`src/sv/bsws_pkg.sv`:
```
// Shared types and constants for the bounded stack with search.
// No dependencies; every other file of the block imports this package.
package bsws_pkg;

  localparam int OP_W     = 2;
  localparam int HANDLE_W = 32;
  localparam int CAP_W    = 7;
  localparam int IDX_W    = 7;

  typedef logic [OP_W-1:0]     op_t;
  typedef logic [HANDLE_W-1:0] handle_t;
  typedef logic [CAP_W-1:0]    cap_t;
  typedef logic [IDX_W-1:0]    idx_t;

  localparam op_t OP_PUSH = 2'd0;
  localparam op_t OP_POP  = 2'd1;
  localparam op_t OP_FIND = 2'd2;

  localparam cap_t CAP_RESET = 7'd64;
  localparam idx_t IDX_NONE  = 7'h7F;

endpackage

```
`src/sv/bsws_if.sv`:
```
// Channel interfaces of the bounded stack with search: request, response, configuration.
// Depends on bsws_pkg for the field types.
interface bsws_req_if import bsws_pkg::*; ();
  logic    valid;
  logic    ready;
  op_t     operation;
  handle_t handle;

  modport source (output valid, output operation, output handle, input ready);
  modport sink   (input valid, input operation, input handle, output ready);
endinterface

interface bsws_rsp_if import bsws_pkg::*; ();
  logic          valid;
  logic          ready;
  logic          accepted;
  handle_t       popped_handle;
  logic signed [IDX_W-1:0] found_index;
  cap_t          occupancy;
  logic          is_full;
  logic          is_empty;

  modport source (output valid, output accepted, output popped_handle, output found_index,
                  output occupancy, output is_full, output is_empty, input ready);
  modport sink   (input valid, input accepted, input popped_handle, input found_index,
                  input occupancy, input is_full, input is_empty, output ready);
endinterface

interface bsws_cfg_if import bsws_pkg::*; ();
  logic valid;
  logic ready;
  cap_t capacity;

  modport source (output valid, output capacity, input ready);
  modport sink   (input valid, input capacity, output ready);
endinterface

```
`src/sv/bounded_stack_with_search.sv`:
```
// Bounded LIFO stack of handles with a linear search, one memory and one shared comparator.
// Depends on bsws_pkg and the channel interfaces in bsws_if.sv.
//
//   channel | dir | beat carries
//   req     | in  | operation, handle
//   rsp     | out | accepted, popped_handle, found_index, occupancy, is_full, is_empty
//   cfg     | in  | capacity (always ready)
//
// Push goes from the request beat straight to write-back; pop passes through one extra
// state for its memory read. Find scans upward from the bottom entry; the comparator checks one
// stored entry per cycle behind the registered memory read, and a miss scans every entry.
// A find with a null handle or on an empty stack, and a pop of an empty stack, go straight to write-back.
// One item at a time: req.ready is low from the request beat until its result is in the
// response register; a stalled response holds the next result back in the sequencer.
// Synchronous reset empties the stack and sets capacity to 64; no clearing pass.
module bounded_stack_with_search import bsws_pkg::*; #(
  parameter int DEPTH        = 64,
  parameter int HANDLE_WIDTH = 32
) (
  input  logic clk,
  input  logic rst,
  bsws_req_if.sink   req,
  bsws_rsp_if.source rsp,
  bsws_cfg_if.sink   cfg
);

  localparam int AW   = (DEPTH > 1) ? $clog2(DEPTH) : 1;
  localparam int CW   = $clog2(DEPTH + 1);
  localparam int CMPW = (CW > CAP_W) ? CW : CAP_W;
  localparam logic [CMPW-1:0] DEPTH_C = CMPW'(DEPTH);

  localparam logic [1:0] S_IDLE = 2'd0;
  localparam logic [1:0] S_POP  = 2'd1;
  localparam logic [1:0] S_SCAN = 2'd2;
  localparam logic [1:0] S_WB   = 2'd3;

  logic [HANDLE_WIDTH-1:0] mem [DEPTH];
  logic [HANDLE_WIDTH-1:0] rd_data;
  logic [HANDLE_WIDTH-1:0] req_h;

  logic [1:0]              state, state_next;
  logic [CW-1:0]           top, top_next;
  logic [CW-1:0]           scan_addr, scan_addr_next;
  logic [CW-1:0]           rd_idx, rd_idx_next;
  logic                    rd_vld, rd_vld_next;
  logic [HANDLE_WIDTH-1:0] key, key_next;
  logic                    res_acc, res_acc_next;
  logic [HANDLE_WIDTH-1:0] res_pop, res_pop_next;
  idx_t                    res_idx, res_idx_next;
  cap_t                    capacity;

  logic                    mem_we, mem_re;
  logic [AW-1:0]           mem_addr;
  logic [CMPW-1:0]         cap_eff;
  logic [CMPW-1:0]         top_ext;
  logic                    req_beat;
  logic                    rsp_load;

  assign req_h    = HANDLE_WIDTH'(req.handle);
  assign req.ready = (state == S_IDLE);
  assign req_beat  = req.valid && req.ready;
  assign cfg.ready = 1'b1;
  assign top_ext   = CMPW'(top);
  assign rsp_load  = (state == S_WB) && (!rsp.valid || rsp.ready);

  // Clamp capacity: zero acts as one, anything past DEPTH acts as DEPTH.
  always_comb begin
    if (capacity == '0) begin
      cap_eff = CMPW'(1);
    end else if (CMPW'(capacity) > DEPTH_C) begin
      cap_eff = DEPTH_C;
    end else begin
      cap_eff = CMPW'(capacity);
    end
  end

  always_comb begin
    state_next     = state;
    top_next       = top;
    scan_addr_next = scan_addr;
    rd_idx_next    = rd_idx;
    rd_vld_next    = 1'b0;
    key_next       = key;
    res_acc_next   = res_acc;
    res_pop_next   = res_pop;
    res_idx_next   = res_idx;
    mem_we         = 1'b0;
    mem_re         = 1'b0;
    mem_addr       = top[AW-1:0];

    case (state)
      S_IDLE: begin
        if (req_beat) begin
          res_acc_next = 1'b0;
          res_pop_next = '0;
          res_idx_next = IDX_NONE;
          key_next     = req_h;
          state_next   = S_WB;
          case (req.operation)
            OP_PUSH: begin
              if (req_h != '0 && top_ext < cap_eff && top_ext < DEPTH_C) begin
                mem_we       = 1'b1;
                top_next     = top + CW'(1);
                res_acc_next = 1'b1;
              end
            end
            OP_POP: begin
              if (top != '0) begin
                mem_re       = 1'b1;
                mem_addr     = AW'(top - CW'(1));
                top_next     = top - CW'(1);
                res_acc_next = 1'b1;
                state_next   = S_POP;
              end
            end
            OP_FIND: begin
              if (req_h != '0 && top != '0) begin
                scan_addr_next = '0;
                state_next     = S_SCAN;
              end
            end
            default: begin
            end
          endcase
        end
      end
      S_POP: begin
        res_pop_next = rd_data;
        state_next   = S_WB;
      end
      S_SCAN: begin
        mem_addr = scan_addr[AW-1:0];
        // Compare the entry read last cycle while the next read goes out.
        if (rd_vld && rd_data == key) begin
          res_acc_next = 1'b1;
          res_idx_next = IDX_W'(rd_idx);
          state_next   = S_WB;
        end else if (scan_addr < top) begin
          mem_re         = 1'b1;
          rd_vld_next    = 1'b1;
          rd_idx_next    = scan_addr;
          scan_addr_next = scan_addr + CW'(1);
        end else if (!rd_vld) begin
          state_next = S_WB;
        end
      end
      S_WB: begin
        if (rsp_load) begin
          state_next = S_IDLE;
        end
      end
      default: begin
        state_next = S_IDLE;
      end
    endcase
  end

  always_ff @(posedge clk) begin
    if (mem_we) begin
      mem[mem_addr] <= req_h;
    end
    if (mem_re) begin
      rd_data <= mem[mem_addr];
    end
  end

  always_ff @(posedge clk) begin
    if (rst) begin
      state    <= S_IDLE;
      top      <= '0;
      rd_vld   <= 1'b0;
      capacity <= CAP_RESET;
    end else begin
      state  <= state_next;
      top    <= top_next;
      rd_vld <= rd_vld_next;
      if (cfg.valid) begin
        capacity <= cfg.capacity;
      end
    end
  end

  always_ff @(posedge clk) begin
    scan_addr <= scan_addr_next;
    rd_idx    <= rd_idx_next;
    key       <= key_next;
    res_acc   <= res_acc_next;
    res_pop   <= res_pop_next;
    res_idx   <= res_idx_next;
  end

  // Response register: load a finished result, drop the beat once taken.
  always_ff @(posedge clk) begin
    if (rst) begin
      rsp.valid <= 1'b0;
    end else if (rsp_load) begin
      rsp.valid <= 1'b1;
    end else if (rsp.ready) begin
      rsp.valid <= 1'b0;
    end
  end

  always_ff @(posedge clk) begin
    if (rsp_load) begin
      rsp.accepted      <= res_acc;
      rsp.popped_handle <= HANDLE_W'(res_pop);
      rsp.found_index   <= res_idx;
      rsp.occupancy     <= CAP_W'(top);
      rsp.is_full       <= (top_ext >= cap_eff);
      rsp.is_empty      <= (top == '0);
    end
  end

endmodule

```
`src/flat_wrapper.sv`:
```
// flat-port wrapper written by rule: the top's interface ports become plain ports
module bounded_stack_with_search_flat import bsws_pkg::*;
#(
  parameter int DEPTH        = 64,
  parameter int HANDLE_WIDTH = 32
)
  (clk, rst, req_valid, req_operation, req_handle, req_ready, rsp_valid, rsp_accepted, rsp_popped_handle, rsp_found_index, rsp_occupancy, rsp_is_full, rsp_is_empty, rsp_ready, cfg_valid, cfg_capacity, cfg_ready);
  bsws_req_if req_i ();
  bsws_rsp_if rsp_i ();
  bsws_cfg_if cfg_i ();
  input  logic clk;
  input  logic rst;
  input wire logic [$bits(req_i.valid)-1:0] req_valid;
  input wire logic [$bits(req_i.operation)-1:0] req_operation;
  input wire logic [$bits(req_i.handle)-1:0] req_handle;
  output wire logic [$bits(req_i.ready)-1:0] req_ready;
  output wire logic [$bits(rsp_i.valid)-1:0] rsp_valid;
  output wire logic [$bits(rsp_i.accepted)-1:0] rsp_accepted;
  output wire logic [$bits(rsp_i.popped_handle)-1:0] rsp_popped_handle;
  output wire logic [$bits(rsp_i.found_index)-1:0] rsp_found_index;
  output wire logic [$bits(rsp_i.occupancy)-1:0] rsp_occupancy;
  output wire logic [$bits(rsp_i.is_full)-1:0] rsp_is_full;
  output wire logic [$bits(rsp_i.is_empty)-1:0] rsp_is_empty;
  input wire logic [$bits(rsp_i.ready)-1:0] rsp_ready;
  input wire logic [$bits(cfg_i.valid)-1:0] cfg_valid;
  input wire logic [$bits(cfg_i.capacity)-1:0] cfg_capacity;
  output wire logic [$bits(cfg_i.ready)-1:0] cfg_ready;
  assign req_i.valid = req_valid;
  assign req_i.operation = req_operation;
  assign req_i.handle = req_handle;
  assign req_ready = req_i.ready;
  assign rsp_valid = rsp_i.valid;
  assign rsp_accepted = rsp_i.accepted;
  assign rsp_popped_handle = rsp_i.popped_handle;
  assign rsp_found_index = rsp_i.found_index;
  assign rsp_occupancy = rsp_i.occupancy;
  assign rsp_is_full = rsp_i.is_full;
  assign rsp_is_empty = rsp_i.is_empty;
  assign rsp_i.ready = rsp_ready;
  assign cfg_i.valid = cfg_valid;
  assign cfg_i.capacity = cfg_capacity;
  assign cfg_ready = cfg_i.ready;
  bounded_stack_with_search #(.DEPTH(DEPTH), .HANDLE_WIDTH(HANDLE_WIDTH)) u_core (.clk(clk), .rst(rst), .req(req_i), .rsp(rsp_i), .cfg(cfg_i));
endmodule
```
`config.mk`:
```
export PLATFORM = sky130hd
export DESIGN_NAME = bounded_stack_with_search_flat
export DESIGN_NICKNAME = d
export VERILOG_FILES = /design/src/sv/bsws_pkg.sv /design/src/sv/bsws_if.sv /design/src/sv/bounded_stack_with_search.sv /design/src/flat_wrapper.sv
export SDC_FILE = /design/constraint.sdc
export NUM_CORES = 2
export LEC_CHECK = 0
export ABC_AREA = 1
export BUFFER_PORTS_ARGS = -buffer_cell sky130_fd_sc_hd__buf_2
export CAP_MARGIN = 10
export CORE_MARGIN = 10
export CORE_UTILIZATION = 45
export DETAILED_ROUTE_END_ITERATION = 16
export GPL_TIMING_DRIVEN = 0
export SLEW_MARGIN = 25
export SYNTH_ARGS = -nofsm -noshare
export SYNTH_HDL_FRONTEND = slang
export SYNTH_SLANG_ARGS = --single-unit
```
`constraint.sdc`:
```
create_clock -name clk -period 12.7 [get_ports clk]
set_input_delay 1.27 -clock clk [delete_from_list [all_inputs] [get_ports clk]]
set_output_delay 1.27 -clock clk [all_outputs]
set_load 0.05 [all_outputs]
```
==> metrics.md <==
| Metric | Value |
|---|---|
| Register area share after synthesis | 0.699 |
| Most common cell after layout, fill and taps aside | nand2_1 |
| Startpoint Class | flip-flop |
| RSZ-0062 raised after global routing | no |
| Setup TNS | 0 ns |
| Tmin final | 5.65 ns |
| Nature of the critical path endpoint | flip-flop |
| Layout cell share with drive strength beyond 1 | 0.114 |
| Largest net degree at the start of global routing | 67 |
| Crit-path cells | inv_1, ha_1, buf_2, nand2_1, inv_2, nand2_1, o211ai_1, o21ai_1, inv_2, buf_2, buf_2, nand4_1, nor2_4, buf_12 |
| Synth Flop Type | edfxtp_1 |
| Pint | 15.1 mW |
| Die height | 481 um |
| CP max stage cell | nor2_4 |
| Post-CTS Resized | 0 |
| Worst hold path class | flip-flop to flip-flop |
| DP HPWL | 224000 um |
| Pre-CTS WS | 6.46 ns |
| Fmax | 0.177 GHz |
| Syn_area_per_cell | 10.4 um^2 |
| Fin crit share | 0.445 |
| Die X | 481 um |
| Initial DRT Pass Iterations | 8 |
| Rel. slew slack | 0.243 |
| Clk slew on worst S/H paths | 0.06 ns |
| Total gr overflow | 0 |
| Number of global-route vias before repair | 66000 |
| Hold Vio Cnt, Final | 0 |
| Pwr dens | 241 nW/um^2 |
| Routed via count | 69800 |
| Most frequent cells in the layout | 4917 x nand2_1, 2215 x edfxtp_1, 1012 x nand3_1 |
| Drc violations | 0 |
| MaxCap Viol Count | 0 |
| Register area | 66900 um^2 |
| Post-Synthesis Cells | 9196 |
| Switching fraction of total power | 0.436 |
| Cell area after synthesis | 95700 um^2 |
| TritonCTS sink count | 2233 |
| Drt wl/cell | 25.0 um |
| Combinational share of power | 0.426 |
| Syn Nets | 9265 |
| Top cells by area, synth | edfxtp_1 70%, nand2_1 19%, nand3_1 5.3% |
| Largest area contributor in the netlist | edfxtp_1 |
| Worst EP arrival | 6.23 ns |
| Buffers added on ports | 96 |
| Ys Warns | 0 |
| Clock latency on the worst-skew pair | 0.89 ns |
| First-pass GRT wire length | 455000 um |
| Initial antenna violation count | 34 |
| Worst slew pin tran | 1.13 ns |
| Post-CTS setup buffer count | 0 |
| CTS tree | built |
| Final worst setup slack | 7.05 ns |
| Io pins | 98 |
| CORE AREA | 212000 um^2 |
| Status | finished clean |
| Async S/R FF share, synth | 0 |
| TritonCTS Buffers | 230 |
| Multi-input combinational cell area | 26100 um^2 |
| Crit-path max cell delay | 0.94 ns |
| Area share of the largest cell type after synthesis | 0.695 |
| Syn-to-layout area delta | 16.1% |
| Drt initial violations | 9304 |
| Number of flops mapped to enable cells by yosys | 2215 |
| Seq cells post-synth | 2233 |
| Post-layout nets | 9727 |
| Final max-slew violation count | 0 |
| Count of final setup violators | 0 |
| Root Driver | clkbuf_16 |
| Filler cells | 18600 |
| Synth cell types | 43 |
| Crit path top cell by count | buf_2 |
| Peak VDD IR | 0.166 mV |
| Clock power frac | 0.253 |
| LEAKAGE | 45.4 nW |
| Hold_buf cts | 0 |
| Critical Path RT | 13.27 ns |
| Vias per cell | 5.50 |
| P_sw | 11.7 mW |
| RePlAce Congestion | 0.931 |
| Initial core utilization | 0.452 |
| Critical path class | flip-flop to flip-flop |
| Sequential group share of total power | 0.321 |
| Tot GR Track Use | 0.267 |
| Die area | 232000 um^2 |
| Worst clock skew | 0.0606 ns |
| H-tree depth | 4 |
| Row cnt | 169 |
| Flop2flop setup slack | 7.05 ns |
| Clock Tree Buf Depth | 3 |
| Crit path max fanout | 19 |
| WL final | 317000 um |
| Detail Route Antenna Nets | 0 |
==> area by class of cell <==
type	instances	area share
multi-input cells	6307	0.235
diodes	13	0.000293
flip-flops and latches	2233	0.602
clock inverters	148	0.0134
plain buffers	544	0.0249
clock buffers	285	0.0542
inverters	112	0.00383
repair buffers	230	0.0347
well taps	2821	0.0318
==> path summary, 6_finish.rpt <==
| path | startpoint | end | cells past startpoint |
|---|---|---|---|
| worst max register to register | u_core.state[1] | u_core.mem[60][14] | 14 |
| worst min-delay path | u_core.res_pop[6] | u_core.rsp.popped_handle[6] | 0 |
| worst max-delay path | u_core.state[1] | u_core.mem[60][14] | 14 |
| worst min register to register | u_core.res_pop[6] | u_core.rsp.popped_handle[6] | 0 |
==> registers in the layout, indices dropped and copies added, names as in the netlist <==
signal and count:
u_core.rsp.found_index 7, u_core.top 7, u_core.rsp.valid 1, u_core.key 32, u_core.mem 2048, u_core.res_pop 32
u_core.rd_idx 7, u_core.rsp.popped_handle 32, u_core.rsp.is_full 1, u_core.rd_data 32, u_core.rsp.is_empty 1, u_core.scan_addr 7
u_core.res_acc 1, u_core.res_idx 7, u_core.rsp.accepted 1, u_core.capacity 7, u_core.rd_vld 1, u_core.rsp.occupancy 7
u_core.state 2
==> kinds of logic after synthesis <==
family / Yosys count / share of synthesized area
buf+inv: 656 / 0.0333
compound gates: 67 / 0.00412
xor+xnor: 24 / 0.00220
other cells: 1 / 0.0000392
flops: 2233 / 0.699
fa+ha+maj: 23 / 0.00301
simple gates: 6192 / 0.259
==> power groups by stage <==
stage                     clock network, mW  registers [mW]  logic (mW)
after floorplan                           0            8.80        6.38
after global placement                    0            8.79        10.8
after detailed placement                  0            8.77        11.1
after CTS                              6.82            8.62        11.1
after global routing                   7.13            8.64        12.3
final                                  6.78            8.62        11.4
==> cell usage after synthesis (8+ instances only) <==
cell / count
xor2_1: 14
nand3_1: 1012
o21ai_0: 24
nor3_1: 8
buf_6: 12
buf_4: 32
a21oi_1: 26
nor2_1: 204
inv_2: 17
xnor2_1: 10
edfxtp_1: 2215
buf_1: 25
clkbuf_1: 68
ha_1: 23
buf_2: 407
nand2_1: 4919
nor3_4: 8
dfxtp_1: 18
inv_1: 92
nand4_1: 10
or2_2: 13
==> critical path, delay by kind of cell (launching register included) <==
family,cells,cell delay [ns]
adders and majority gates,1,0.20
and+or+nand+nor,4,2.13
DFF,1,0.33
AOI/OAI and AO/OA,2,0.38
buffers and inverters,7,2.24
==> per-layer routing <==
layer	track usage	share of wire	up-vias
li1	-	-	31700
met1	0.374	0.40	33800
met2	0.410	0.44	3741
met3	0.0555	0.11	648
met4	0.103	0.044	20
met5	0	0.00041	-
==> through the flow <==
| stage | hold WS [ns] | instance area, um^2 | power (mW) | instances | util |
|---|---|---|---|---|---|
| 6_report | 0.411 | 111000 | 26.8 | 12700 | 0.524 |
| 5_1_grt | 0.426 | 111000 | 28.1 | 12700 | 0.524 |
| 2_1_floorplan | 0.400 | 95700 | 15.2 | 9196 | - |
| 4_1_cts | 0.414 | 111000 | 26.5 | 12700 | 0.524 |
| 3_5_place_dp | 0.405 | 104000 | 19.8 | 12200 | 0.489 |
| 3_3_place_gp | 0.401 | 99700 | 19.6 | 12100 | 0.471 |
No activity file was read; power rests on OpenSTA's default activity.
